### src/rtl/core/svtm_pkg.sv
// Shared constants, codes, widths and rounding helper for the SVPWM
// third-harmonic modulator. No dependencies.
package svtm_pkg;

    localparam int ANGLE_BITS   = 16;
    localparam int VOLTAGE_BITS = 16;

    // internal datapath widths
    localparam int AW    = (VOLTAGE_BITS > 16) ? VOLTAGE_BITS : 16;
    localparam int VW    = AW + 2;
    localparam int TW    = VW + 17;
    localparam int PW    = TW + 17;
    localparam int FW    = AW + 5;
    localparam int VT_W  = 20;
    localparam int SUM_W = FW + 1;
    localparam int NUM_W = AW + 2;

    // pipeline depths of the sub-units
    localparam int TRIG_LAT   = 5;
    localparam int ISQ_STEPS  = 17;
    localparam int ISQ_STAGES = (ISQ_STEPS + 1) / 2;
    localparam int DIV_BITS   = 16;
    localparam int DIV_STAGES = DIV_BITS / 2;

    typedef enum logic [1:0] {
        OP_DQ  = 2'd0,
        OP_AB  = 2'd1,
        OP_MAG = 2'd2,
        OP_RSV = 2'd3
    } t_opcode;

    typedef enum logic [1:0] {
        REG_SUPPLY     = 2'd0,
        REG_FULL_SCALE = 2'd1,
        REG_FUND_GAIN  = 2'd2,
        REG_HARM_GAIN  = 2'd3
    } t_reg_idx;

    localparam logic [14:0] RST_SUPPLY     = 15'd32767;
    localparam logic [15:0] RST_FULL_SCALE = 16'd1023;
    localparam logic [15:0] RST_FUND_GAIN  = 16'd18919;
    localparam logic [15:0] RST_HARM_GAIN  = 16'd2731;

    localparam logic signed [15:0] K_TWO_THIRDS = 16'sd10923;
    localparam logic signed [15:0] K_ONE_THIRD  = 16'sd5461;
    localparam logic signed [15:0] K_INV_ROOT3  = 16'sd9459;

    localparam logic [14:0] SIN_A   = 15'd25736;
    localparam logic [13:0] SIN_B   = 14'd10512;
    localparam logic [10:0] SIN_C   = 11'd1160;
    localparam logic [15:0] QUARTER = 16'd16384;
    localparam logic [15:0] THREE_Q = 16'd49152;
    localparam logic [15:0] MAG_CAP = 16'hFFFF;

    // shift right by n, rounding half away from zero
    function automatic logic signed [63:0] round_sh(input logic signed [63:0] v, input int n);
        logic signed [63:0] h;
        logic signed [63:0] c;
        h = 64'sd1 <<< (n - 1);
        c = v[63] ? 64'sd1 : 64'sd0;
        return (v + h - c) >>> n;
    endfunction

endpackage

### src/rtl/core/svtm_div.sv
// Pipelined restoring divider for the duty quotient, two quotient bits per stage.
// Quotient is valid when it fits 16 bits. Depends on svtm_pkg.
module svtm_div import svtm_pkg::*; (
    input  logic                i_clk,
    input  logic                i_en,
    input  logic [32:0]         i_num,
    input  logic [15:0]         i_den,
    output logic [DIV_BITS-1:0] o_quo
);

    logic [16:0]         r_rem [0:DIV_STAGES-1];
    logic [15:0]         r_low [0:DIV_STAGES-1];
    logic [DIV_BITS-1:0] r_quo [0:DIV_STAGES-1];
    logic [16:0]         w_rem [0:DIV_STAGES-1];
    logic [15:0]         w_low [0:DIV_STAGES-1];
    logic [DIV_BITS-1:0] w_quo [0:DIV_STAGES-1];

    always_comb begin
        logic [17:0]         x;
        logic [16:0]         rem;
        logic [15:0]         low;
        logic [DIV_BITS-1:0] quo;
        for (int s = 0; s < DIV_STAGES; s++) begin
            if (s == 0) begin
                rem = i_num[32:16];
                low = i_num[15:0];
                quo = '0;
            end else begin
                rem = r_rem[s-1];
                low = r_low[s-1];
                quo = r_quo[s-1];
            end
            for (int j = 0; j < 2; j++) begin
                x   = {rem, low[15]};
                low = {low[14:0], 1'b0};
                if (x >= {2'b00, i_den}) begin
                    x   = x - {2'b00, i_den};
                    quo = {quo[DIV_BITS-2:0], 1'b1};
                end else begin
                    quo = {quo[DIV_BITS-2:0], 1'b0};
                end
                rem = x[16:0];
            end
            w_rem[s] = rem;
            w_low[s] = low;
            w_quo[s] = quo;
        end
    end

    always_ff @(posedge i_clk) begin
        if (i_en) begin
            r_rem <= w_rem;
            r_low <= w_low;
            r_quo <= w_quo;
        end
    end

    assign o_quo = r_quo[DIV_STAGES-1];

endmodule

### config.mk
export PLATFORM = sky130hd
export DESIGN_NAME = svtm_div
export DESIGN_NICKNAME = d
export VERILOG_FILES = /design/src/rtl/core/svtm_pkg.sv /design/src/rtl/core/svtm_div.sv
export SDC_FILE = /design/constraint.sdc
export NUM_CORES = 1
export LEC_CHECK = 0
export BUFFER_PORTS_ARGS = -buffer_cell sky130_fd_sc_hd__buf_2
export CAP_MARGIN = 30
export CORE_UTILIZATION = 40
export DETAILED_ROUTE_END_ITERATION = 10
export HOLD_SLACK_MARGIN = 0.03
export PLACE_DENSITY = 0.68
export SYNTH_ARGS = -nofsm -noshare
export SYNTH_HDL_FRONTEND = slang
export SYNTH_SLANG_ARGS = --single-unit
### constraint.sdc
create_clock -name i_clk -period 6.85 [get_ports i_clk]
set_input_delay 1.0275 -clock i_clk [delete_from_list [all_inputs] [get_ports i_clk]]
set_output_delay 1.0275 -clock i_clk [all_outputs]
set_load 0.03 [all_outputs]
## After elaboration in Yosys (flattened, before gate mapping)

Index checks and enable logic that the tools add are counted.

- Add/sub/neg operators: 15
- $lt $le $gt $ge: 16
- Multiplexer cells: 31

Operators by type and width:

| cell | count |
|---|---|
| $ge 18x16->1 | 16 |
| $mux 17 | 15 |
| $sub 17x16->17 | 15 |
| $mux 1 | 16 |

- Bits in registers: 247
- Input bits: 51
- Output and inout bits: 16
- Word-level logic and storage cells: 84

## Longest topological paths before layout

- Word-level depth: 4
- Gate-level depth with buffers: 24
- Depth with buffers taken out: 21

## Worst setup path after synthesis

Ideal clock, no wire load.

- Path type: input to register
- Start: input port i_den[1]
- End: register r_rem[59] (netlist name), data pin
- Setup time: 260 ps
- Arrival: 6647 ps
- Data required time: 6590 ps
- Path slack: -57 ps
- Cell stages on the path: 20
- Path through: inv_1 -> fa_1 -> a211oi_1 -> nor2_1 -> o31ai_2 -> o31ai_1 -> a31oi_4 -> clkbuf_1 -> nand2_1 -> o21ai_0 -> fa_1 -> a21o_1 -> a221oi_4 -> o221ai_2 -> o221a_1 -> or4b_1 -> or3_4 -> a21boi_4 -> buf_12 -> mux2_4

RTL lines:

| what | RTL line | RTL |
|---|---|---|
| from (decl) | svtm_div.sv:7 | `input logic [15:0] i_den,` |
| to (signal assigned) | svtm_div.sv:52 | `r_rem <= w_rem;` |
| to (decl) | svtm_div.sv:11 | `logic [16:0] r_rem [0:DIV_STAGES-1];` |

==> flow_summary.yaml <==
outcome:
  outcome: "complete, no violations"
logic_synthesis:
  synth_top_area_share_pct: 32.82
  synthMuxAreaShare_pct: 7.933
  syn_avg_cell_area_um2: 9.597
  yosys.area_share.simple_pct: 13.33
  synth_top_area_cell: "edfxtp_1"
  synth_ff_type: "edfxtp_1"
  yosysMostFrequentCell: "ha_1"
  synth_area_leaders: "edfxtp_1, ha_1, mux2_2"
  synth_compound_area_share_pct: 20.53
  synth_top_cells_by_count: "ha_1, edfxtp_1, a21oi_1"
  ys_seq_area_share_pct: 32.82
  ys_warn_count: 0
  synth_edf_count: 247
  netlist_area_um2: 22600
  synth_cell_types: 88
  synth-xor-area-share_pct: 6.356
  async_flop_share_pct: 0
  synthesis.nets: 2677
  netlist_instances: 2355
  synth_adder_area_share_pct: 15.50
  synth-seq-cells: 247
  synth_top_family_by_area: "compound AO/OA/AOI/OAI gates"
drt:
  drcViolationCount: 0
  dr.pass1.iters: 6
  num_vias: 19000
  wl_um: 64060
  wl_per_cell_um: 19.79
  ant_nets: 0
  drtIter0Drc: 1442
  viasPerCell: 5.870
floorplan:
  die_h_um: 239.7
  die-area_um2: 57460
  initial_core_util_pct: 40.78
  core_area_um2: 55420
  die_width_um: 239.7
  io_pins: 67
  rows: 86
cts:
  htreeDepth: 2
  clk_pin_slew_ns: 0.06
  ctsHoldBuffers: 0
  clk_latency_ns: 0.55
  cts_resized: 0
  clockBufferDepth: 3
  cts_root_buf: "clkbuf_16"
  cts_tree: "yes"
  postCtsSetupBuffers: 0
  cts_made_buffers: 34
  cts.sink_count: 247
global_route:
  antenna_found_initial: 0
  first_global_vias: 18370
  gr-usage-all-layers_pct: 22.25
  grt.overflow.total: 0
  grt_pass1_wl_um: 100100
  grt_max_degree: 92
finish:
  diodes: 0
  nets: 2790
  area_growth_pct: 11.69
  drive_gt1_share_pct: 14.58
sta:
  drv_slew: 0
  grt_setup_unrepaired: "false"
  slew_headroom_pct: 43.70
  fin_crit_sh_pct: 92.03
  tns_ns: 0
  tightest_slew_ns: 0.8445
  hold_viol_final: 0
  max_freq_mhz: 158.6
  finClkSkew_ns: 0.01682
  period_needed_ns: 6.304
  setup_violations: 0
placement:
  hpwl_um: 48610
  gp_congestion: 0.9842
  io_buffer_count: 66
worst_setup_path:
  end_kind: "register"
  critPathLaunchType: "primary input"
  crit_type: "primary input to register"
  worst_ep_arrival_time_ns: 6.60
  cp_max_fo: 17
  critical_path_required_ns: 7.15
worst_hold_path:
  holdCritPathClass: "register to register"
run:
  cap_violations: 0
==> per-layer routing <==
| metal | track usage (%) | wire (µm) | vias up |
|---|---|---|---|
| met5 | 0 | 0 | - |
| met2 | 36.58 | 29400 | 582 |
| met1 | 30.04 | 28940 | 9137 |
| met4 | 6.915 | 1806 | 0 |
| met3 | 3.146 | 3908 | 117 |
| li1 | - | - | 9164 |
==> worst max-delay path: stages <==
cell and delay [ns]:
buf_2 0.20, buf_4 0.23, ha_1 0.18, inv_1 0.05
fa_1 0.42, a211oi_1 0.30, o21ai_0 0.18, a21oi_1 0.34
o21bai_1 0.15, nor2_1 0.14, inv_1 0.15, nor2_1 0.12
a21oi_1 0.09, fa_1 0.46, a21oi_1 0.20, o21ai_0 0.17
a2111oi_0 0.68, o31a_1 0.32, a221oi_1 0.10, nand4b_1 0.23
a211oi_2 0.17, buf_4 0.28, mux2_2 0.37
==> registers in the layout (all words and copies together) (netlist names) <==
| name | flops |
|---|---|
| r_rem | 119 |
| r_quo | 56 |
| o_quo | 16 |
| r_low | 56 |
==> worst paths after layout <==
check,slack (ns),to,cells past startpoint,from
max,0.55,r_rem[27]$_DFFE_PP_,23,i_den[0]
min,0.41,r_low[76]$_DFFE_PP_,0,r_low[90]$_DFFE_PP_
max reg2reg,0.93,r_rem[54]$_DFFE_PP_,21,r_low[79]$_DFFE_PP_
min reg2reg,0.41,r_low[76]$_DFFE_PP_,0,r_low[90]$_DFFE_PP_
==> cell usage in the layout, fill, tap and decap left out, types with 9 or more instances in the layout <==
cell type / count
clkbuf_16: 37
o21a_1: 44
and2_1: 9
a211o_1: 9
a2111oi_0: 9
a31oi_1: 12
or3_1: 21
nand3_1: 54
nor2b_1: 30
a211oi_1: 34
inv_1: 122
or2_2: 13
nand4_1: 26
nor3_1: 45
xnor2_1: 106
xor2_1: 58
nor4_1: 9
nor2_1: 171
mux2_2: 129
a21boi_0: 13
edfxtp_1: 247
o21bai_1: 24
nand2b_1: 20
o21ai_0: 149
a21oi_1: 215
buf_4: 66
mux2i_1: 22
fa_1: 14
a21o_1: 66
ha_1: 256
o211ai_1: 18
and3_1: 16
nand2_1: 157
buf_2: 65
o31ai_1: 24
==> per-stage QoR <==
stage	cells	cell area (µm²)	util [%]	worst slack, ns	hold slack (ns)
2_1_floorplan	2355	22610	-	0.01628	0.4003
3_3_place_gp	3179	24120	43.53	0.2463	0.4008
3_5_place_dp	3179	24120	43.53	0.09408	0.4045
4_1_cts	3236	25220	45.52	0.6440	0.4081
5_1_grt	3237	25240	45.55	0.1965	0.4094
6_report	3237	25240	45.55	0.5461	0.4054
==> cells by family after synthesis <==
| family | count (synthesis) |
|---|---|
| AOI/OAI and AO/OA | 711 |
| xor gates and xnor gates | 164 |
| DFF | 247 |
| buffers and inverters | 186 |
| muxes | 159 |
| and+or+nand+nor | 617 |
| adders and majority gates | 271 |
==> layout make-up <==
type / count / area [µm²]
Multi-Input combinational cell: 1922 / 14390
Clock buffer: 39 / 933.4
Fill cell: 5277 / 30170
Clock inverter: 18 / 168.9
Inverter: 127 / 480.5
Sequential cell: 247 / 7417
Timing Repair Buffer: 136 / 915.9
Tap cell: 748 / 935.9
Power is not shown: default switching activity piles up to over one toggle a cycle in this logic, so the estimate is an artifact.
