`src/rtl/core/svtm_pkg.sv`:
```
// Shared constants, codes, widths and rounding helper for the SVPWM
// third-harmonic modulator. No dependencies.
package svtm_pkg;

    localparam int ANGLE_BITS   = 16;
    localparam int VOLTAGE_BITS = 16;

    // internal datapath widths
    localparam int AW    = (VOLTAGE_BITS > 16) ? VOLTAGE_BITS : 16;
    localparam int VW    = AW + 2;
    localparam int TW    = VW + 17;
    localparam int PW    = TW + 17;
    localparam int FW    = AW + 5;
    localparam int VT_W  = 20;
    localparam int SUM_W = FW + 1;
    localparam int NUM_W = AW + 2;

    // pipeline depths of the sub-units
    localparam int TRIG_LAT   = 5;
    localparam int ISQ_STEPS  = 17;
    localparam int ISQ_STAGES = (ISQ_STEPS + 1) / 2;
    localparam int DIV_BITS   = 16;
    localparam int DIV_STAGES = DIV_BITS / 2;

    typedef enum logic [1:0] {
        OP_DQ  = 2'd0,
        OP_AB  = 2'd1,
        OP_MAG = 2'd2,
        OP_RSV = 2'd3
    } t_opcode;

    typedef enum logic [1:0] {
        REG_SUPPLY     = 2'd0,
        REG_FULL_SCALE = 2'd1,
        REG_FUND_GAIN  = 2'd2,
        REG_HARM_GAIN  = 2'd3
    } t_reg_idx;

    localparam logic [14:0] RST_SUPPLY     = 15'd32767;
    localparam logic [15:0] RST_FULL_SCALE = 16'd1023;
    localparam logic [15:0] RST_FUND_GAIN  = 16'd18919;
    localparam logic [15:0] RST_HARM_GAIN  = 16'd2731;

    localparam logic signed [15:0] K_TWO_THIRDS = 16'sd10923;
    localparam logic signed [15:0] K_ONE_THIRD  = 16'sd5461;
    localparam logic signed [15:0] K_INV_ROOT3  = 16'sd9459;

    localparam logic [14:0] SIN_A   = 15'd25736;
    localparam logic [13:0] SIN_B   = 14'd10512;
    localparam logic [10:0] SIN_C   = 11'd1160;
    localparam logic [15:0] QUARTER = 16'd16384;
    localparam logic [15:0] THREE_Q = 16'd49152;
    localparam logic [15:0] MAG_CAP = 16'hFFFF;

    // shift right by n, rounding half away from zero
    function automatic logic signed [63:0] round_sh(input logic signed [63:0] v, input int n);
        logic signed [63:0] h;
        logic signed [63:0] c;
        h = 64'sd1 <<< (n - 1);
        c = v[63] ? 64'sd1 : 64'sd0;
        return (v + h - c) >>> n;
    endfunction

endpackage

```
`src/rtl/core/svtm_trig.sv`:
```
// Pipelined Q14 sine from a 16-bit turn fraction (quarter-wave polynomial).
// Depends on svtm_pkg.
module svtm_trig import svtm_pkg::*; (
    input  logic               i_clk,
    input  logic               i_en,
    input  logic [15:0]        i_angle,
    output logic signed [15:0] o_sin
);

    logic [14:0]        r_a_z, r_b_z, r_c_z, r_d_z;
    logic               r_a_neg, r_b_neg, r_c_neg, r_d_neg;
    logic [14:0]        r_b_z2, r_c_z2;
    logic [10:0]        r_c_t;
    logic [13:0]        r_d_t;
    logic signed [15:0] r_e;

    logic [14:0] w_z;
    logic [29:0] w_zz;
    logic [25:0] w_ct;
    logic [28:0] w_dt;
    logic [29:0] w_et;
    logic [15:0] w_e;

    always_comb begin
        w_z  = i_angle[14] ? 15'(15'd16384 - {1'b0, i_angle[13:0]}) : {1'b0, i_angle[13:0]};
        w_zz = 30'(r_a_z * r_a_z);
        w_ct = 26'(SIN_C * r_b_z2);
        w_dt = 29'((SIN_B - 14'(r_c_t)) * r_c_z2);
        w_et = 30'((SIN_A - 15'(r_d_t)) * r_d_z);
        w_e  = 16'(w_et >> 14);
    end

    always_ff @(posedge i_clk) begin
        if (i_en) begin
            r_a_z   <= w_z;
            r_a_neg <= i_angle[15];
            r_b_z   <= r_a_z;
            r_b_neg <= r_a_neg;
            r_b_z2  <= 15'(w_zz >> 14);
            r_c_z   <= r_b_z;
            r_c_neg <= r_b_neg;
            r_c_z2  <= r_b_z2;
            r_c_t   <= 11'(w_ct >> 14);
            r_d_z   <= r_c_z;
            r_d_neg <= r_c_neg;
            r_d_t   <= 14'(w_dt >> 14);
            r_e     <= r_d_neg ? -$signed(w_e) : $signed(w_e);
        end
    end

    assign o_sin = r_e;

endmodule

```
`config.mk`:
```
export PLATFORM = sky130hd
export DESIGN_NAME = svtm_trig
export DESIGN_NICKNAME = d
export VERILOG_FILES = /design/src/rtl/core/svtm_pkg.sv /design/src/rtl/core/svtm_trig.sv
export SDC_FILE = /design/constraint.sdc
export NUM_CORES = 2
export LEC_CHECK = 0
export ABC_AREA = 0
export BUFFER_PORTS_ARGS = -buffer_cell sky130_fd_sc_hd__buf_2
export CORE_UTILIZATION = 45
export DETAILED_ROUTE_END_ITERATION = 7
export PLACE_DENSITY = 0.66
export SYNTH_ARGS = -nofsm -noshare
export SYNTH_HDL_FRONTEND = slang
export SYNTH_SLANG_ARGS = --single-unit
```
`constraint.sdc`:
```
create_clock -name i_clk -period 12.5 [get_ports i_clk]
set_input_delay 2.5 -clock i_clk [delete_from_list [all_inputs] [get_ports i_clk]]
set_output_delay 2.5 -clock i_clk [all_outputs]
set_load 0.02 [all_outputs]
```
======== Word-level counts from Yosys, hierarchy flattened ========
Cells that the tools add are included.
cells by class
  $add $sub $neg .......................... 4
  div/mod/pow operators ................... 0
  bitwise gates (word level) .............. 0
  shifts and indexed selects .............. 0
  $mul .................................... 4
  order comparisons ....................... 0
  eq/ne operators ......................... 0
  reduce and logical (&&, ||, !) cells .... 0
  muxes and demuxes ....................... 2
operators with widths
  cell                                                 count
  multiplier 16 x 16 -> 30 bit                         1
  multiplier 15 x 15 -> 29 bit                         1
  multiplier 15 x 16 -> 28 bit                         1
  multiplier 8 x 15 -> 22 bit (first input constant)   1
  two-way mux 16 bit                                   1
  negation 16 bit                                      1
  subtractor 15 x 14 -> 16 bit (first input constant)  1
  subtractor 14 x 11 -> 15 bit (first input constant)  1
  subtractor 15 x 14 -> 15 bit (first input constant)  1
  two-way mux 14 bit                                   1
storage, ports and cells
  ROM bits ................................ 0
  register bits ........................... 135
  bits of input ports ..................... 18
  latch bits .............................. 0
  memories kept ........................... 0
  memory bits (writable) .................. 0
  logic and storage cells ................. 24
  output and inout bits ................... 16

======== Depth between registers and ports, before layout ========
  depth in word-level cells ............... 4
  gate-level depth with buffers ........... 32
  gate-level depth less buffers ........... 31

======== Worst setup path after synthesis ========
OpenSTA, ideal clock, no wires.
  path type ............................... register -> register
  start point ............................. reg r_d_t[0]
  end point ............................... reg r_e[13] (netlist: o_sin[13]) (data pin)
  buffers on the path ..................... 2
  clock period less this slack ............ 8017 ps
  path slack .............................. 4483 ps
  setup time .............................. 263 ps
  cell stages (with the launch flop) ...... 30
  arrival time ............................ 7754 ps
  required time ........................... 12237 ps
  path through ............................ edfxtp_1 -> clkbuf_1 -> inv_1 -> ha_1 -> a21boi_0 -> o41ai_1 -> nand2_1 -> and2_1 -> nor2_1 -> xnor2_1 -> clkbuf_1 -> nand2_1 -> fa_1 -> fa_1 -> fa_1 -> fa_1 -> fa_1 -> fa_1 -> inv_1 -> ha_1 -> a21o_1 -> a21o_1 -> a21o_1 -> a21o_1 -> or4_1 -> a21oi_2 -> o211ai_2 -> or3_1 -> o21ai_1 -> xnor2_1
on the way
  cells in the longest elaborated chain, start to end .. 4
ends and longest elaborated chain
  item                              line             RTL
  start, declared                   svtm_trig.sv:14  logic [13:0] r_d_t;
  start signal, assigned            svtm_trig.sv:46  r_d_t <= 14'(w_dt >> 14);
  subtractor 15 x 14 -> 16 bit (*)  svtm_trig.sv:29  w_et = 30'((SIN_A - 15'(r_d_t)) * r_d_z);
  multiplier 16 x 16 -> 30 bit (*)  svtm_trig.sv:29
  negation 16 bit                   svtm_trig.sv:47  r_e <= r_d_neg ? -$signed(w_e) : $signed(w_e);
  two-way mux 16 bit (*)            svtm_trig.sv:47
  end signal, assigned              svtm_trig.sv:47
  end, declared                     svtm_trig.sv:15  logic signed [15:0] r_e;
Every way passes the cells marked *; elsewhere a longest branch is shown, timed or not.
A chain may end at the register's enable or synchronous reset.

======== Worst setup path after layout ========
  start point ............................. reg r_d_t[0]
  end point ............................... reg r_e[15] (netlist: o_sin[15]) (data pin)
The elaborated chain is that of the path after synthesis.

==> metrics.json <==
{
  "run_status": "finished, final reports clean",
  "grt.total_usage_pct": 19.5,
  "grt-ovfl-total": 0,
  "top_ff_cell_synth": "sky130_fd_sc_hd__edfxtp_1",
  "num_antenna_cells": 0,
  "number_of_enable_flip_flop_cells_after_synthesis": 135,
  "setup.worst_path.end_class": "flop",
  "detail_route.wl_per_cell_um": 15.8,
  "critical_path.max_stage_delay_ps": 980,
  "finalMaxSlewViolations": 0,
  "crit_path_top_delay_cell": "sky130_fd_sc_hd__xnor2_1",
  "first_global_vias": 18500,
  "areaGrowthSynthToFinish_pct": 5.95,
  "drt.antenna.violating_nets": 0,
  "place_congestion": 0.842,
  "setup_violations": 0,
  "die_y_um": 239,
  "std_cell_rows": 86,
  "syn_avg_cell_area_um2": 10.0,
  "tritoncts_num_sinks": 135,
  "clk_transition_reported_paths_ps": 60,
  "postCtsHoldBufs": 0,
  "route.vias.total": 16800,
  "worst_pin_slew_ps": 1300,
  "finalWorstPathRequiredPeriod_ps": 9220,
  "mappedNetlistNets": 3335,
  "ys_seq_elements": 135,
  "drt-vias-per-instance": 5.11,
  "numCtsBuffers": 17,
  "critPathKind": "flop to flop",
  "hpwl_mm": 42.2,
  "post_synth_instance_area_mm2": 0.0254,
  "post-synth-top-area-fraction_pct": 35.5,
  "clkLatencyLatePin_ps": 440,
  "clock_path_buffers": 2,
  "final.setup.tns_ps": 0,
  "worstHoldPathType": "flop to flop",
  "fillers": 5058,
  "post_route_cells_drive_above_1_share_pct": 4.80,
  "warning_count_from_the_yosys_run": 0,
  "setup_slack_ps": 3280,
  "crit_top_cell": "sky130_fd_sc_hd__fa_1",
  "synth_async_sr_flop_share_pct": 0,
  "sum_of_buffers_and_inverters_on_the_critical_path": 5,
  "critPathLaunchType": "flop",
  "grt_antenna_before_repair": 0,
  "initial_utilization_pct": 45.8,
  "total_wire_length_mm": 51.9,
  "timing.slew.headroom_pct": 12.9,
  "ys_types": 77,
  "drt-initial-drc-count": 906,
  "part_of_the_yosys_area_used_for_sequential_elements_pct": 16.0,
  "cts_root_buf": "sky130_fd_sc_hd__clkbuf_16",
  "wire_length_of_the_first_global_routing_pass_mm": 89.3,
  "final_worst_path_period_share_pct": 73.8,
  "synth_area_leaders": "sky130_fd_sc_hd__fa_1 (36%), sky130_fd_sc_hd__ha_1 (16%), sky130_fd_sc_hd__edfxtp_1 (16%)",
  "cap_violations": 0,
  "ports_placed_on_the_boundary": 34,
  "clock_tree_from_tritoncts": "yes",
  "drcViolationCount": 0,
  "place_worst_setup_slack_ps": 3390,
  "netlist_instances": 2534,
  "worstPathMaxFanout": 17,
  "cts.htree.levels": 4,
  "worst-endpoint-arrival_ps": 9400,
  "finalClockSkew_ps": 11.1,
  "cts_resized": 0,
  "die-area_mm2": 0.0573,
  "worst_path_dominant_cell_family": "adder cells",
  "drt_pass1_iterations": 5,
  "portBuffers": 33,
  "grt_max_degree": 83,
  "synth_top_area_cell": "sky130_fd_sc_hd__fa_1",
  "postCtsSetupBuffers": 0,
  "critical_path_required_ps": 12680,
  "rsz0062_at_grt": "no",
  "floorplan.die.width_um": 239,
  "timing_hold_violations_final": 0,
  "nets": 3329,
  "achievable-frequency_ghz": 0.108,
  "core_area_mm2": 0.0554
}
-- final cells by class --
type                    count  area (µm²)  area share, %
multi-input cells        1739       18800           70.0
flip-flops and latches    135        4050           15.1
inverters                 582        2180           8.13
well taps                 748         936           3.48
clock buffers              17         425           1.58
repair buffers             53         322           1.20
clock inverters            15         136          0.508
-- final timing paths --
path         cells after the start                  end          startpoint  slack, ps
min                              0   r_c_z[8]$_DFFE_PP_  r_b_z[8]$_DFFE_PP_        410
max                             30  o_sin[15]$_DFFE_PP_  r_d_t[0]$_DFFE_PP_       3280
min reg2reg                      0   r_c_z[8]$_DFFE_PP_  r_b_z[8]$_DFFE_PP_        410
max reg2reg                     30  o_sin[15]$_DFFE_PP_  r_d_t[0]$_DFFE_PP_       3280
-- layout by cell type, fill, tap and decap left out, drive strengths merged, types with 22 or more instances in the layout --
cell,count
inv,589
fa,450
ha,333
nand2,280
and2,242
edfxtp,135
xnor2,71
buf,53
a21oi,41
nor2,35
xor2,34
o21ai,33
nor2b,24
a21o,22
-- sequential cells by signal (all words and copies together), names as in the netlist --
register / flops
o_sin: 16
r_a_z: 15
r_b_z2: 15
r_b_z: 15
r_c_z2: 15
r_c_z: 15
r_d_z: 15
r_d_t: 14
r_c_t: 11
r_a_neg: 1
r_b_neg: 1
r_c_neg: 1
r_d_neg: 1
-- worst register-to-register path, delay by kind of cell (launching register included) --
| family | cells | cell delay [ps] |
|---|---|---|
| AO/OA/AOI/OAI | 9 | 2370 |
| flip-flops | 1 | 590 |
| buffers and inverters | 5 | 340 |
| XOR/XNOR | 2 | 1090 |
| adder cells (fa/ha/maj) | 7 | 3140 |
| AND/OR/NAND/NOR | 7 | 1450 |
-- synth_stat cells (all sizes together) (2+ instances only) --
cell and instances:
or3 11, o21ai 33, a221oi 2, nor3 20, xor2 34, a211oi 7, nand2 280, nand4 6
o31ai 6, fa 450, nor2 35, edfxtp 135, and2 242, ha 333, a21boi 4, o2111ai 2
buf 2, nor3b 4, a21o 22, a311oi 2, a31oi 3, or2 4, clkbuf 75, mux2i 2
and3 13, inv 582, nand3 13, or4 4, nand2b 12, nor4 5, o21a 11, nor2b 24
o41ai 4, o311ai 2, a21oi 41, a2111oi 6, a211o 2, o211ai 9, xnor2 71, o21bai 5
and4 3
-- metal layers --
layer  GRT usage [%]  vias up  routed length (µm)
met5               0        -                   0
met4            5.46        0                 941
met3            1.75       64                1920
met2            35.6      357               27300
met1            24.6     8596               21800
li1                -     7797                   -
-- stage by stage --
| step | utilization (%) | area (µm²) | cells | hold WS, ps |
|---|---|---|---|---|
| 6_report | 48.5 | 26900 | 3289 | 412 |
| 5_1_grt | 48.5 | 26900 | 3289 | 416 |
| 4_1_cts | 48.5 | 26900 | 3289 | 411 |
| 3_5_place_dp | 47.5 | 26300 | 3257 | 405 |
| 3_3_place_gp | 47.5 | 26300 | 3257 | 401 |
| 2_1_floorplan | - | 25400 | 2534 | 400 |
-- kinds of logic after synthesis --
family / after synthesis / synth area share (%)
flip-flops: 135 / 16.0
buffers and inverters: 660 / 9.85
AO/OA/AOI/OAI: 169 / 4.79
multiplexers: 3 / 0.123
adder cells (fa/ha/maj): 783 / 51.9
AND/OR/NAND/NOR: 679 / 13.7
XOR/XNOR: 105 / 3.63
Power is not shown: default switching activity piles up to over one toggle a cycle in this logic, so the estimate is an artifact.
