File: config.mk
export PLATFORM = sky130hd
export DESIGN_NAME = svtm_isqrt
export DESIGN_NICKNAME = d
export VERILOG_FILES = /design/src/rtl/core/svtm_pkg.sv /design/src/rtl/core/svtm_isqrt.sv
export SDC_FILE = /design/constraint.sdc
export NUM_CORES = 1
export LEC_CHECK = 0
export BUFFER_PORTS_ARGS = -buffer_cell sky130_fd_sc_hd__buf_2
export CAP_MARGIN = 20
export CORE_MARGIN = 3
export CORE_UTILIZATION = 64
export DETAILED_ROUTE_END_ITERATION = 16
export GPL_TIMING_DRIVEN = 0
export PLACE_DENSITY = 0.81
export SYNTH_ARGS = -nofsm -noshare
export SYNTH_HDL_FRONTEND = slang
export SYNTH_SLANG_ARGS = --single-unit
File: constraint.sdc
create_clock -name i_clk -period 6 [get_ports i_clk]
set_input_delay 0.6 -clock i_clk [delete_from_list [all_inputs] [get_ports i_clk]]
set_output_delay 0.6 -clock i_clk [all_outputs]
set_load 0.01 [all_outputs]
File: src/rtl/core/svtm_pkg.sv
// Shared constants, codes, widths and rounding helper for the SVPWM
// third-harmonic modulator. No dependencies.
package svtm_pkg;

    localparam int ANGLE_BITS   = 16;
    localparam int VOLTAGE_BITS = 16;

    // internal datapath widths
    localparam int AW    = (VOLTAGE_BITS > 16) ? VOLTAGE_BITS : 16;
    localparam int VW    = AW + 2;
    localparam int TW    = VW + 17;
    localparam int PW    = TW + 17;
    localparam int FW    = AW + 5;
    localparam int VT_W  = 20;
    localparam int SUM_W = FW + 1;
    localparam int NUM_W = AW + 2;

    // pipeline depths of the sub-units
    localparam int TRIG_LAT   = 5;
    localparam int ISQ_STEPS  = 17;
    localparam int ISQ_STAGES = (ISQ_STEPS + 1) / 2;
    localparam int DIV_BITS   = 16;
    localparam int DIV_STAGES = DIV_BITS / 2;

    typedef enum logic [1:0] {
        OP_DQ  = 2'd0,
        OP_AB  = 2'd1,
        OP_MAG = 2'd2,
        OP_RSV = 2'd3
    } t_opcode;

    typedef enum logic [1:0] {
        REG_SUPPLY     = 2'd0,
        REG_FULL_SCALE = 2'd1,
        REG_FUND_GAIN  = 2'd2,
        REG_HARM_GAIN  = 2'd3
    } t_reg_idx;

    localparam logic [14:0] RST_SUPPLY     = 15'd32767;
    localparam logic [15:0] RST_FULL_SCALE = 16'd1023;
    localparam logic [15:0] RST_FUND_GAIN  = 16'd18919;
    localparam logic [15:0] RST_HARM_GAIN  = 16'd2731;

    localparam logic signed [15:0] K_TWO_THIRDS = 16'sd10923;
    localparam logic signed [15:0] K_ONE_THIRD  = 16'sd5461;
    localparam logic signed [15:0] K_INV_ROOT3  = 16'sd9459;

    localparam logic [14:0] SIN_A   = 15'd25736;
    localparam logic [13:0] SIN_B   = 14'd10512;
    localparam logic [10:0] SIN_C   = 11'd1160;
    localparam logic [15:0] QUARTER = 16'd16384;
    localparam logic [15:0] THREE_Q = 16'd49152;
    localparam logic [15:0] MAG_CAP = 16'hFFFF;

    // shift right by n, rounding half away from zero
    function automatic logic signed [63:0] round_sh(input logic signed [63:0] v, input int n);
        logic signed [63:0] h;
        logic signed [63:0] c;
        h = 64'sd1 <<< (n - 1);
        c = v[63] ? 64'sd1 : 64'sd0;
        return (v + h - c) >>> n;
    endfunction

endpackage

File: src/rtl/core/svtm_isqrt.sv
// Pipelined floor square root of a 33-bit radicand, two result bits per stage (one in the last stage).
// Depends on svtm_pkg.
module svtm_isqrt import svtm_pkg::*; (
    input  logic        i_clk,
    input  logic        i_en,
    input  logic [32:0] i_rad,
    output logic [16:0] o_root
);

    logic [19:0] r_rem  [0:ISQ_STAGES-1];
    logic [16:0] r_root [0:ISQ_STAGES-1];
    logic [33:0] r_rad  [0:ISQ_STAGES-1];
    logic [19:0] w_rem  [0:ISQ_STAGES-1];
    logic [16:0] w_root [0:ISQ_STAGES-1];
    logic [33:0] w_rad  [0:ISQ_STAGES-1];

    always_comb begin
        logic [19:0] x;
        logic [19:0] trial;
        logic [19:0] rem;
        logic [16:0] root;
        logic [33:0] rad;
        for (int s = 0; s < ISQ_STAGES; s++) begin
            if (s == 0) begin
                rem  = '0;
                root = '0;
                rad  = {1'b0, i_rad};
            end else begin
                rem  = r_rem[s-1];
                root = r_root[s-1];
                rad  = r_rad[s-1];
            end
            for (int j = 0; j < 2; j++) begin
                if (s * 2 + j < ISQ_STEPS) begin
                    x     = {rem[17:0], rad[33:32]};
                    trial = {1'b0, root, 2'b01};
                    rad   = {rad[31:0], 2'b00};
                    if (x >= trial) begin
                        rem  = x - trial;
                        root = {root[15:0], 1'b1};
                    end else begin
                        rem  = x;
                        root = {root[15:0], 1'b0};
                    end
                end
            end
            w_rem[s]  = rem;
            w_root[s] = root;
            w_rad[s]  = rad;
        end
    end

    always_ff @(posedge i_clk) begin
        if (i_en) begin
            r_rem  <= w_rem;
            r_root <= w_root;
            r_rad  <= w_rad;
        end
    end

    assign o_root = r_root[ISQ_STAGES-1];

endmodule

== After elaboration in Yosys (flattened, before gate mapping) ==
Cells that the tools add are included.

* Register bits: 361
* Bits in latches: 0
* Bits in writable memories: 0
* Memory bits (read-only): 0
* Input bits: 35
* Logic and storage cells: 91
* Memories kept: 0

* Add/sub/neg operators: 16
* Multipliers: 0
* Div/mod/pow operators: 0
* Order comparisons: 17
* Equal/unequal tests: 0
* Shift-type cells: 0
* Multiplexer cells: 33
* Bitwise operators: 0
* Reductions and logical operators: 0

{| class="wikitable"
|+ Operator list
! operator !! count
|-
| 18-bit 2-to-1 mux || 16
|-
| 20-bit by 10-bit >= comparator with 1-bit output || 1
|-
| 20-bit by 11-bit >= comparator with 1-bit output || 1
|-
| 20-bit by 12-bit >= comparator with 1-bit output || 1
|-
| 20-bit by 13-bit >= comparator with 1-bit output || 1
|-
| 20-bit by 14-bit >= comparator with 1-bit output || 1
|-
| 20-bit by 15-bit >= comparator with 1-bit output || 1
|-
| 20-bit by 16-bit >= comparator with 1-bit output || 1
|-
| 20-bit by 17-bit >= comparator with 1-bit output || 1
|-
| 20-bit by 18-bit >= comparator with 1-bit output || 1
|-
| 20-bit by 3-bit >= comparator with 1-bit output || 1
|-
| 20-bit by 4-bit >= comparator with 1-bit output || 1
|-
| 20-bit by 5-bit >= comparator with 1-bit output || 1
|-
| 20-bit by 6-bit >= comparator with 1-bit output || 1
|-
| 20-bit by 7-bit >= comparator with 1-bit output || 1
|-
| 20-bit by 8-bit >= comparator with 1-bit output || 1
|-
| 20-bit by 9-bit >= comparator with 1-bit output || 1
|-
| 18-bit by 10-bit subtractor with 18-bit output || 1
|-
| 18-bit by 11-bit subtractor with 18-bit output || 1
|-
| 18-bit by 12-bit subtractor with 18-bit output || 1
|-
| 18-bit by 13-bit subtractor with 18-bit output || 1
|-
| 18-bit by 14-bit subtractor with 18-bit output || 1
|-
| 18-bit by 15-bit subtractor with 18-bit output || 1
|-
| 18-bit by 16-bit subtractor with 18-bit output || 1
|-
| 11 further kinds || 27
|}

== Depth between registers and ports, before layout ==
Gate-level depths: netlist of run 1.

* Word-level depth: 4
* Mapped depth: 25
* Gate-level depth less buffers: 21

== Least setup slack after synthesis of run 1 ==
No wires, ideal clock.

* Path kind: register to register
* From: reg r_rem[55] (netlist bit)
* To: reg r_rem[22] (netlist bit) (data pin)
* Arrival: 4.748 ns
* Required time: 5.740 ns
* Path slack: 0.992 ns
* Cell stages (with the launch flop): 22
* Buffers on the path: 5
* Clock period less this slack: 5.008 ns
* Cells stage by stage: edfxtp_1 or4_1 or2_2 a2111oi_0 nand2_1 inv_1 buf_2 buf_1 o21ai_0 ha_1 clkbuf_1 nand2_1 nor2_1 nand3_1 or2_2 o211ai_1 o21ai_0 nand2b_1 buf_2 buf_2 nand2_1 xor2_1

{| class="wikitable"
|+ RTL lines
! what !! RTL line !! source
|-
| start, declared || svtm_isqrt.sv:10 || <nowiki>logic [19:0] r_rem [0:ISQ_STAGES-1];</nowiki>
|-
| start signal, assigned || svtm_isqrt.sv:55 || <nowiki>r_rem <= w_rem;</nowiki>
|}

==> impl_metrics.ini, run 1 <==
[synth]
ys_warn_count = 0
synth_top_family_by_area = simple AND/OR/NAND/NOR gates
synth_ff_type = edfxtp_1
ys_ff_latch = 348
yosysTopAreaCell = edfxtp_1
ys_seq_area_frac = 0.485
synth.distinct_cells = 83
synth_area_leaders = edfxtp_1 48%, ha_1 9.6%, xnor2_1 4.5%, a21oi_1 3.8%, nor2_1 3.1%
syn_nets = 2236
netlist_area_um2 = 21600
synthSimpleGateAreaFrac = 0.151
postSynthAreaPerCell_um2 = 10.6
synth_top_area_frac = 0.485
synth_compound_area_frac = 0.141
async_flop_share = 0
synth_cells = 2035
synth.area.mux_share = 0.0180
synthAdderAreaFrac = 0.0964
synth_edf_count = 348
synth-xor-area-share = 0.0687

[setup_path]
cp_slowest_cell = o211ai_1
crit_fanout = 10
crit_family = compound AO/OA/AOI/OAI gates
path_class = reg2reg
arrival_ps = 5980
cpMostUsedCell = buf_2
path_cells = inv_1, ha_1, a211oi_1, o21bai_1, o211ai_1, nand2_2, inv_1, buf_2, clkbuf_4, o21ai_0, ha_2, nand2_1, nor2_1, nand3_1, or2_2, o211ai_1, o21ai_0, nand2b_1, buf_2, buf_2, a31oi_1
worst-path-buf-inv = 6
cpPeakStageDelay_ps = 510
startpoint_type = flop
startpoint = r_root[37]
r2r_start = r_root[37]
critPathRequiredTime_ps = 6250
cp-end-kind = flop

[floorplan]
start_util = 0.656
dieArea_um2 = 35900
rows = 66
num_io_pins = 52
die_w_um = 190
coreArea_um2 = 32900
die_h_um = 190

[hold_path]
hold_path.class = in2reg
worstHoldStart = i_rad[20]

[power_and_ir_drop]
p_int_w = 0.00623
p_per_area_nw_per_um2 = 410
power_frac_seq = 0.362
netSwitchingPower_w = 0.00353
combPwrFrac = 0.403
clockPowerShare = 0.235
switching_share = 0.362
peakVddDrop_mv = 0.264
p_leak_nw = 9.61

[final_layout]
nets = 2335
layout-area-overhead-vs-synth_pct = 10.6
diodes = 0
post-route-cell-area_um2 = 23800
final_cells = 2603
drive_gt1_frac = 0.109

[cts]
cts_buffer_depth = 3
clock_latency_ps = 560
clkTransAtPathRegs_ps = 60
clock-sinks = 348
ctsHtreeMaxLevel = 2
cts_tree = built
cts_made_buffers = 38
clock-root-buffer = clkbuf_16

[timing]
fmax_mhz = 175
worstMarginPinSlew_ps = 861
final_max_slew_viol_count = 0
skew_ps = 23.2
min_period_ps = 5730
post-route-period-util = 0.955
setup_violations = 0
maxSlewHeadroom = 0.421
final_hold_viol_count = 0

[global_routing]
met3_usage = 0.0417
first_global_vias = 15400
grt_max_degree = 115
grt_use_met2 = 0.416
grt.overflow.total = 0
antenna_found_initial = 1
grt_pass1_wl_mm = 78.1
grt_use_met1 = 0.397
grt_usage = 0.269
busiest_layer = met2

[placement]
gp_congestion = 0.948
dpl.hpwl_mm = 35.8
io_buffers = 51
place_inst = 2532
dpl_cell_area_um2 = 22500

[route]
route.detailed.drc = 0
vias_per_cell = 6.13
wire_per_inst_um = 18.5
dr.pass1.iters = 6
routed_wl_mm = 48.1
vias = 15900
drt_iter0_markers = 1414
ant_nets = 0

[run_status]
outcome = completed

[flow_run]
maxCapViolations = 0
flip-flops by register name, indices dropped and copies added (netlist names):
signal  flops
r_rem     131
r_rad     128
r_root     72
o_root     17
area by class of cell:
cell class	instances	area (µm²)
Inverter	149	568
Clock inverter	24	249
Multi-Input combinational cell	1478	10300
Buffer	55	320
Tap cell	442	553
Sequential cell	348	10500
Clock buffer	43	970
Timing Repair Buffer	64	420
Fill cell	2415	9030
placed cells by master, fill, tap and decap left out, drive strengths merged, types with 12 or more instances in the layout:
master	instances
or2	17
o21ai	87
nand3	51
buf	94
a31oi	13
ha	166
inv	149
xnor2	111
edfxtp	348
or3	17
o21a	31
a211oi	20
nand2b	23
mux2	22
nand4	18
nand4b	12
xor2	58
mux2i	14
nand2	135
and3	15
nor3	58
o31ai	16
clkbuf	68
a21oi	165
nor3b	13
nor4	23
nor2	177
a21o	48
clkinv	16
nor2b	20
cell families after synthesis:
| logic type | Yosys count |
|---|---|
| adders and majority gates | 166 |
| xor gates and xnor gates | 169 |
| AOI/OAI and AO/OA | 476 |
| and+or+nand+nor | 631 |
| muxes | 36 |
| buffers and inverters | 209 |
| DFF | 348 |
path summary, 6_finish.rpt:
kind,endpoint,cells past startpoint,slack [ps]
worst max-delay path,r_rem[34],21,270
worst min-delay path,r_rad[296],1,220
worst max register to register,r_rem[34],21,270
worst min register to register,r_rad[100],0,410
stage by stage:
step	setup WS [ps]	hold WS [ps]	setup TNS, ps	utilization	power [W]
2_1_floorplan	992	400	0	-	0.00641
3_3_place_gp	-1030	400	-128720	0.680	0.00721
3_5_place_dp	-551	405	-15660	0.683	0.00734
4_1_cts	16.1	197	0	0.722	0.00969
5_1_grt	-18.7	199	-21.1	0.725	0.0104
6_report	271	218	0	0.725	0.00976
cells in the mapped netlist (5+ instances only):
| cell type | instances |
|---|---|
| nand3_1 | 51 |
| buf_2 | 14 |
| o31ai_1 | 16 |
| or3_1 | 17 |
| nand4_1 | 18 |
| or2_2 | 17 |
| mux2_2 | 19 |
| o21a_1 | 31 |
| o211ai_1 | 9 |
| nand2b_1 | 23 |
| o31a_1 | 5 |
| edfxtp_1 | 348 |
| a31o_2 | 7 |
| nand3b_1 | 11 |
| nor3b_1 | 12 |
| nor4_1 | 21 |
| a311oi_1 | 5 |
| o21ai_0 | 86 |
| a211o_1 | 9 |
| clkbuf_1 | 24 |
| a2111oi_0 | 10 |
| a21o_1 | 48 |
| nand4b_1 | 12 |
| ha_1 | 166 |
| o21bai_1 | 9 |
| xor2_1 | 58 |
| xnor2_1 | 111 |
| inv_1 | 146 |
| a31oi_1 | 13 |
| nor3_1 | 56 |
| or4_1 | 7 |
| nor2b_1 | 20 |
| a211oi_1 | 19 |
| nand2_1 | 135 |
| nor2_1 | 177 |
| buf_4 | 18 |
| o221ai_1 | 6 |
| and3_1 | 15 |
| nor4b_1 | 7 |
| a21oi_1 | 165 |
| and2_1 | 6 |
| mux2i_1 | 14 |
power groups by stage:
stage / Sequential (W) / Combinational [W] / Clock (W)
after floorplan: 0.00347 / 0.00294 / 0
after global placement: 0.00358 / 0.00363 / 0
after detailed placement: 0.00358 / 0.00376 / 0
after CTS: 0.00353 / 0.00382 / 0.00234
after global routing: 0.00357 / 0.00436 / 0.00244
final: 0.00353 / 0.00393 / 0.00230
layer usage:
layer | vias to the layer above | wire [µm]
met2 | 536 | 21600
met1 | 7598 | 22100
met5 | - | 0
met4 | 0 | 1140
met3 | 90 | 3230
li1 | 7720 | -
timing repair:
action,CTS,global route
pin swaps,1,4
setup buffers,2,7
hold buffers,0,0
cloned,0,0
gates resized for setup,9,30
endpoints found under the setup margin,44,60
endpoints found under the hold margin,0,0
Power figures use the tool's default switching activity.
==> inputs of run 2 (changes only) <==
CORE_UTILIZATION = 69   (was 64)
PLACE_DENSITY = 0.87   (was 0.81)
clock period = 7.01 ns   (was 6 ns; I/O delays follow)
==> impl_metrics.ini, run 2 (same netlist as run 1, synthesis figures left out) <==
[run_status]
outcome = completed

[final_layout]
final_common_cell = edfxtp_1
layout_common_cells = 348 x edfxtp_1, 177 x nor2_1, 166 x ha_1
largestRegisters = r_rem: 131 flops, r_rad: 128 flops, r_root: 72 flops
diodes = 0
layout-area-overhead-vs-synth_pct = 9.74
largest_reg_flops = 131
drive_gt1_frac = 0.0982
nets = 2330
top_register = r_rem

[timing]
post-route-period-util = 0.950
maxSlewHeadroom = 0.398
rsz0062_at_grt = false
setup_violations = 0
skew_ps = 18.4
fmax_mhz = 150
final_max_slew_viol_count = 0
final_hold_viol_count = 0
setup_ws_ps = 347
min_period_ps = 6660
fin_tns_setup_ps = 0
worstMarginPinSlew_ps = 895

[global_routing]
grt_max_degree = 122
grt_pass1_wl_mm = 80.4
antenna_found_initial = 0
grt.overflow.total = 0
met3_usage = 0.0401
first_global_vias = 15500
grt_usage = 0.299
busiest_layer = met2
grt_use_met1 = 0.434
grt_use_met2 = 0.480

[setup_path]
worst-path-buf-inv = 6
cpPeakStageDelay_ps = 820
cp-end-kind = flop
path_cells = inv_1, ha_1, nand4_1, nor4_1, a2111oi_0, buf_1, nand2_1, clkbuf_1, a21oi_1, ha_1, clkbuf_1, nand4_1, nor2_1, nand3_1, or2_2, nor3_1, o21ai_0, nand2b_1, buf_2, buf_2, nor2_1, a21oi_1
path_class = reg2reg
r2r_cells = 22
path_depth = 22
crit_fanout = 10
crit_family = simple AND/OR/NAND/NOR gates
arrival_ps = 6990
startpoint_type = flop
critPathRequiredTime_ps = 7340
cp_slowest_cell = nor4_1

[power_and_ir_drop]
power_frac_seq = 0.360
netSwitchingPower_w = 0.00304
switching_share = 0.361
p_int_w = 0.00539
combPwrFrac = 0.398
p_leak_nw = 9.55
peakVddDrop_mv = 0.261
power.total_w = 0.00844
p_per_area_nw_per_um2 = 357
clockPowerShare = 0.242

[placement]
dpl_worst_slack_ps = 385
io_buffers = 51
dpl.hpwl_mm = 37.3
gp_congestion = 0.969

[cts]
cts_tree = built
cts_made_buffers = 37
cts_buffer_depth = 3
clock-root-buffer = clkbuf_16
clock_latency_ps = 540
clock-sinks = 348
clkTransAtPathRegs_ps = 60
ctsHtreeMaxLevel = 2

[floorplan]
coreArea_um2 = 30700
rows = 64
die_w_um = 183
dieArea_um2 = 33400
die_h_um = 183
start_util = 0.703
num_io_pins = 52

[route]
routed_wl_mm = 50.7
wire_per_inst_um = 19.8
ant_nets = 0
vias = 16300
dr.pass1.iters = 5
route.detailed.drc = 0
vias_per_cell = 6.39
drt_iter0_markers = 1882

[hold_path]
hold_path.class = in2reg
hold_path_depth = 1

[flow_run]
maxCapViolations = 0
-- run 2: area by class of cell --
class                   count  area (µm²)
flip-flops and latches    348       10500
fillers                  1974        7010
clock buffers              40         937
plain buffers              60         319
multi-input cells        1478       10200
inverters                 149         561
well taps                 396         495
clock inverters            28         333
repair buffers             55         329
-- run 2: per-layer routing --
metal / wire [µm] / part of all wire
met5: 0 / 0
met4: 1390 / 0.027
met3: 4030 / 0.080
met2: 23400 / 0.46
met1: 21800 / 0.43
-- run 2: final timing paths --
check / start / end / slack [ps]
hold reg to reg: r_rad[298] / r_rad[268] / 410
hold / removal: i_rad[11] / r_rad[287] / 340
setup reg to reg: r_root[46] / r_rem[30] / 350
setup / recovery: r_root[46] / r_rem[30] / 350
-- run 2: power by group through the flow --
stage	Clock, W	Sequential (W)	Combinational [W]
after floorplan	0	0.00297	0.00252
after global placement	0	0.00307	0.00310
after detailed placement	0	0.00307	0.00324
after CTS	0.00207	0.00303	0.00329
after global routing	0.00215	0.00307	0.00369
final	0.00204	0.00303	0.00336
-- run 2: metrics by stage --
stage	utilization	hold WS [ps]	cells	area [µm²]
after global placement	0.727	401	2482	22300
after CTS	0.771	319	2553	23600
final	0.771	336	2554	23700
after detailed placement	0.730	405	2485	22400
after floorplan	-	400	2035	21600
after global routing	0.771	326	2554	23700
-- run 2: what timing repair did --
| action | CTS | global route |
|---|---|---|
| setup buffers | 0 | 0 |
| gates resized for setup | 0 | 2 |
| hold buffers | 0 | 0 |
| endpoints found under the setup margin | 0 | 5 |
==> inputs of run 3 (changes only) <==
CORE_MARGIN = 2   (was 3)
REMOVE_ABC_BUFFERS = 1   (was not set)
==> impl_metrics.ini, run 3 (same netlist as run 1, synthesis figures left out) <==
[route]
route.detailed.drc = 0
routed_wl_mm = 47.7
drt_iter0_markers = 1483
wire_per_inst_um = 19.1
ant_nets = 0
vias = 16000
dr.pass1.iters = 6
vias_per_cell = 6.40

[timing]
fmax_mhz = 147
post-route-period-util = 0.968
final_max_slew_viol_count = 0
final_hold_viol_count = 0
skew_ps = 31.5
worstMarginPinSlew_ps = 939
rsz0062_at_grt = false
setup_violations = 0
maxSlewHeadroom = 0.358
setup_ws_ps = 223
min_period_ps = 6790
hold_ws_ps = 325

[placement]
dpl.hpwl_mm = 33.8
gp_congestion = 0.935
dpl_worst_slack_ps = 14.4
io_buffers = 51
place_inst = 2426

[setup_path]
cp-end-kind = flop
critPathRequiredTime_ps = 7300
arrival_ps = 7080
path_class = reg2reg
startpoint_type = flop
crit_fanout = 18

[cts]
clkTransAtPathRegs_ps = 60
clock-root-buffer = clkbuf_16
cts_setup_buffers = 0
cts_tree = built
cts_made_buffers = 37
clock-sinks = 348
ctsHtreeMaxLevel = 2
cts_buffer_depth = 3
clock_latency_ps = 550

[global_routing]
first_global_vias = 15200
grt_usage = 0.289
met3_usage = 0.0460
grt.overflow.total = 0
grt_pass1_wl_mm = 76.6
busiest_layer = met2
grt_use_met2 = 0.468
grt_use_met1 = 0.408
antenna_found_initial = 1
grt_max_degree = 140

[floorplan]
start_util = 0.703
rows = 64
coreArea_um2 = 30700
dieArea_um2 = 32700
num_io_pins = 52
die_h_um = 181
die_w_um = 181

[hold_path]
hold_path.class = in2reg

[final_layout]
drive_gt1_frac = 0.0863
diodes = 0
nets = 2273
largest_reg_flops = 131
layout-area-overhead-vs-synth_pct = 8.52
final_cells = 2494
layout_common_cells = 348 x edfxtp_1, 177 x nor2_1, 166 x ha_1
largestRegisters = r_rem: 131 flops, r_rad: 128 flops, r_root: 72 flops
top_register = r_rem
final_common_cell = edfxtp_1
fillCellCount = 1950

[flow_run]
maxCapViolations = 0

[power_and_ir_drop]
p_per_area_nw_per_um2 = 357
power.total_w = 0.00836
p_leak_nw = 9.37
peakVddDrop_mv = 0.257

[run_status]
outcome = completed
[run 3: cell types whose count changed in the layout (fill, tap and decap cells not counted), moves of 3 or more]
| cell | previous run | this run |
|---|---|---|
| inv_6 | 4 | 1 |
| clkbuf_1 | 27 | 3 |
| buf_4 | 18 | 0 |
| buf_2 | 64 | 50 |
[run 3: path summary, 6_finish.rpt]
kind                                 start    endpoint  slack (ps)  cells after the start
worst max-delay path            r_root[46]   r_rem[28]         220                     20
worst min-delay path              i_rad[0]  r_rad[276]         320                      1
worst max register to register  r_root[46]   r_rem[28]         220                     20
worst min register to register  r_rad[260]  r_rad[230]         410                      0
[run 3: cell type report]
class | count | area [µm²] | area share
flip-flops and latches | 348 | 10500 | 0.447
multi-input cells | 1478 | 10300 | 0.438
clock buffers | 40 | 937 | 0.0401
inverters | 149 | 568 | 0.0243
well taps | 396 | 495 | 0.0212
repair buffers | 57 | 360 | 0.0154
clock inverters | 25 | 319 | 0.0136
repair inverters | 1 | 7.51 | 0.000321
[run 3: repair_timing]
item	in CTS	in global routing
pin swaps	0	0
hold buffers	0	0
setup endpoints to repair	1	9
gates resized for setup	2	4
gates cloned	0	1
[run 3: routing by layer]
layer / share of wire / vias to the layer above
met5: 0.00025 / -
met4: 0.024 / 2
met3: 0.080 / 104
met2: 0.46 / 707
met1: 0.44 / 7546
li1: - / 7605
[run 3: through the flow]
stage | util | setup TNS [ps] | instance area [µm²]
after floorplan | - | 0 | 21200
after global placement | 0.717 | -12810 | 22000
after detailed placement | 0.720 | 0 | 22100
after CTS | 0.761 | 0 | 23300
after global routing | 0.763 | 0 | 23400
final | 0.763 | 0 | 23400
[run 3: critical path, stage by stage, from the launching register on]
cell        delay [ps]
edfxtp_1           390
inv_1               90
ha_1               390
nand4_1            210
nor4_2             600
a2111oi_0          150
buf_1              200
nand2_1            670
clkinvlp_4         520
nand2_1            150
o21ai_0            140
ha_1               450
nand4_1            140
nor2_1             160
nand3_1            110
or2_2              360
nor3_1             580
o21ai_0            160
nand2b_1           350
buf_6              260
mux2_2             420
[run 3: power breakdown]
group,internal [W],switching (W)
sequential,0.00281,0.000241
clock,0.00117,0.000846
combinational,0.00137,0.00192
total,0.00535,0.00301
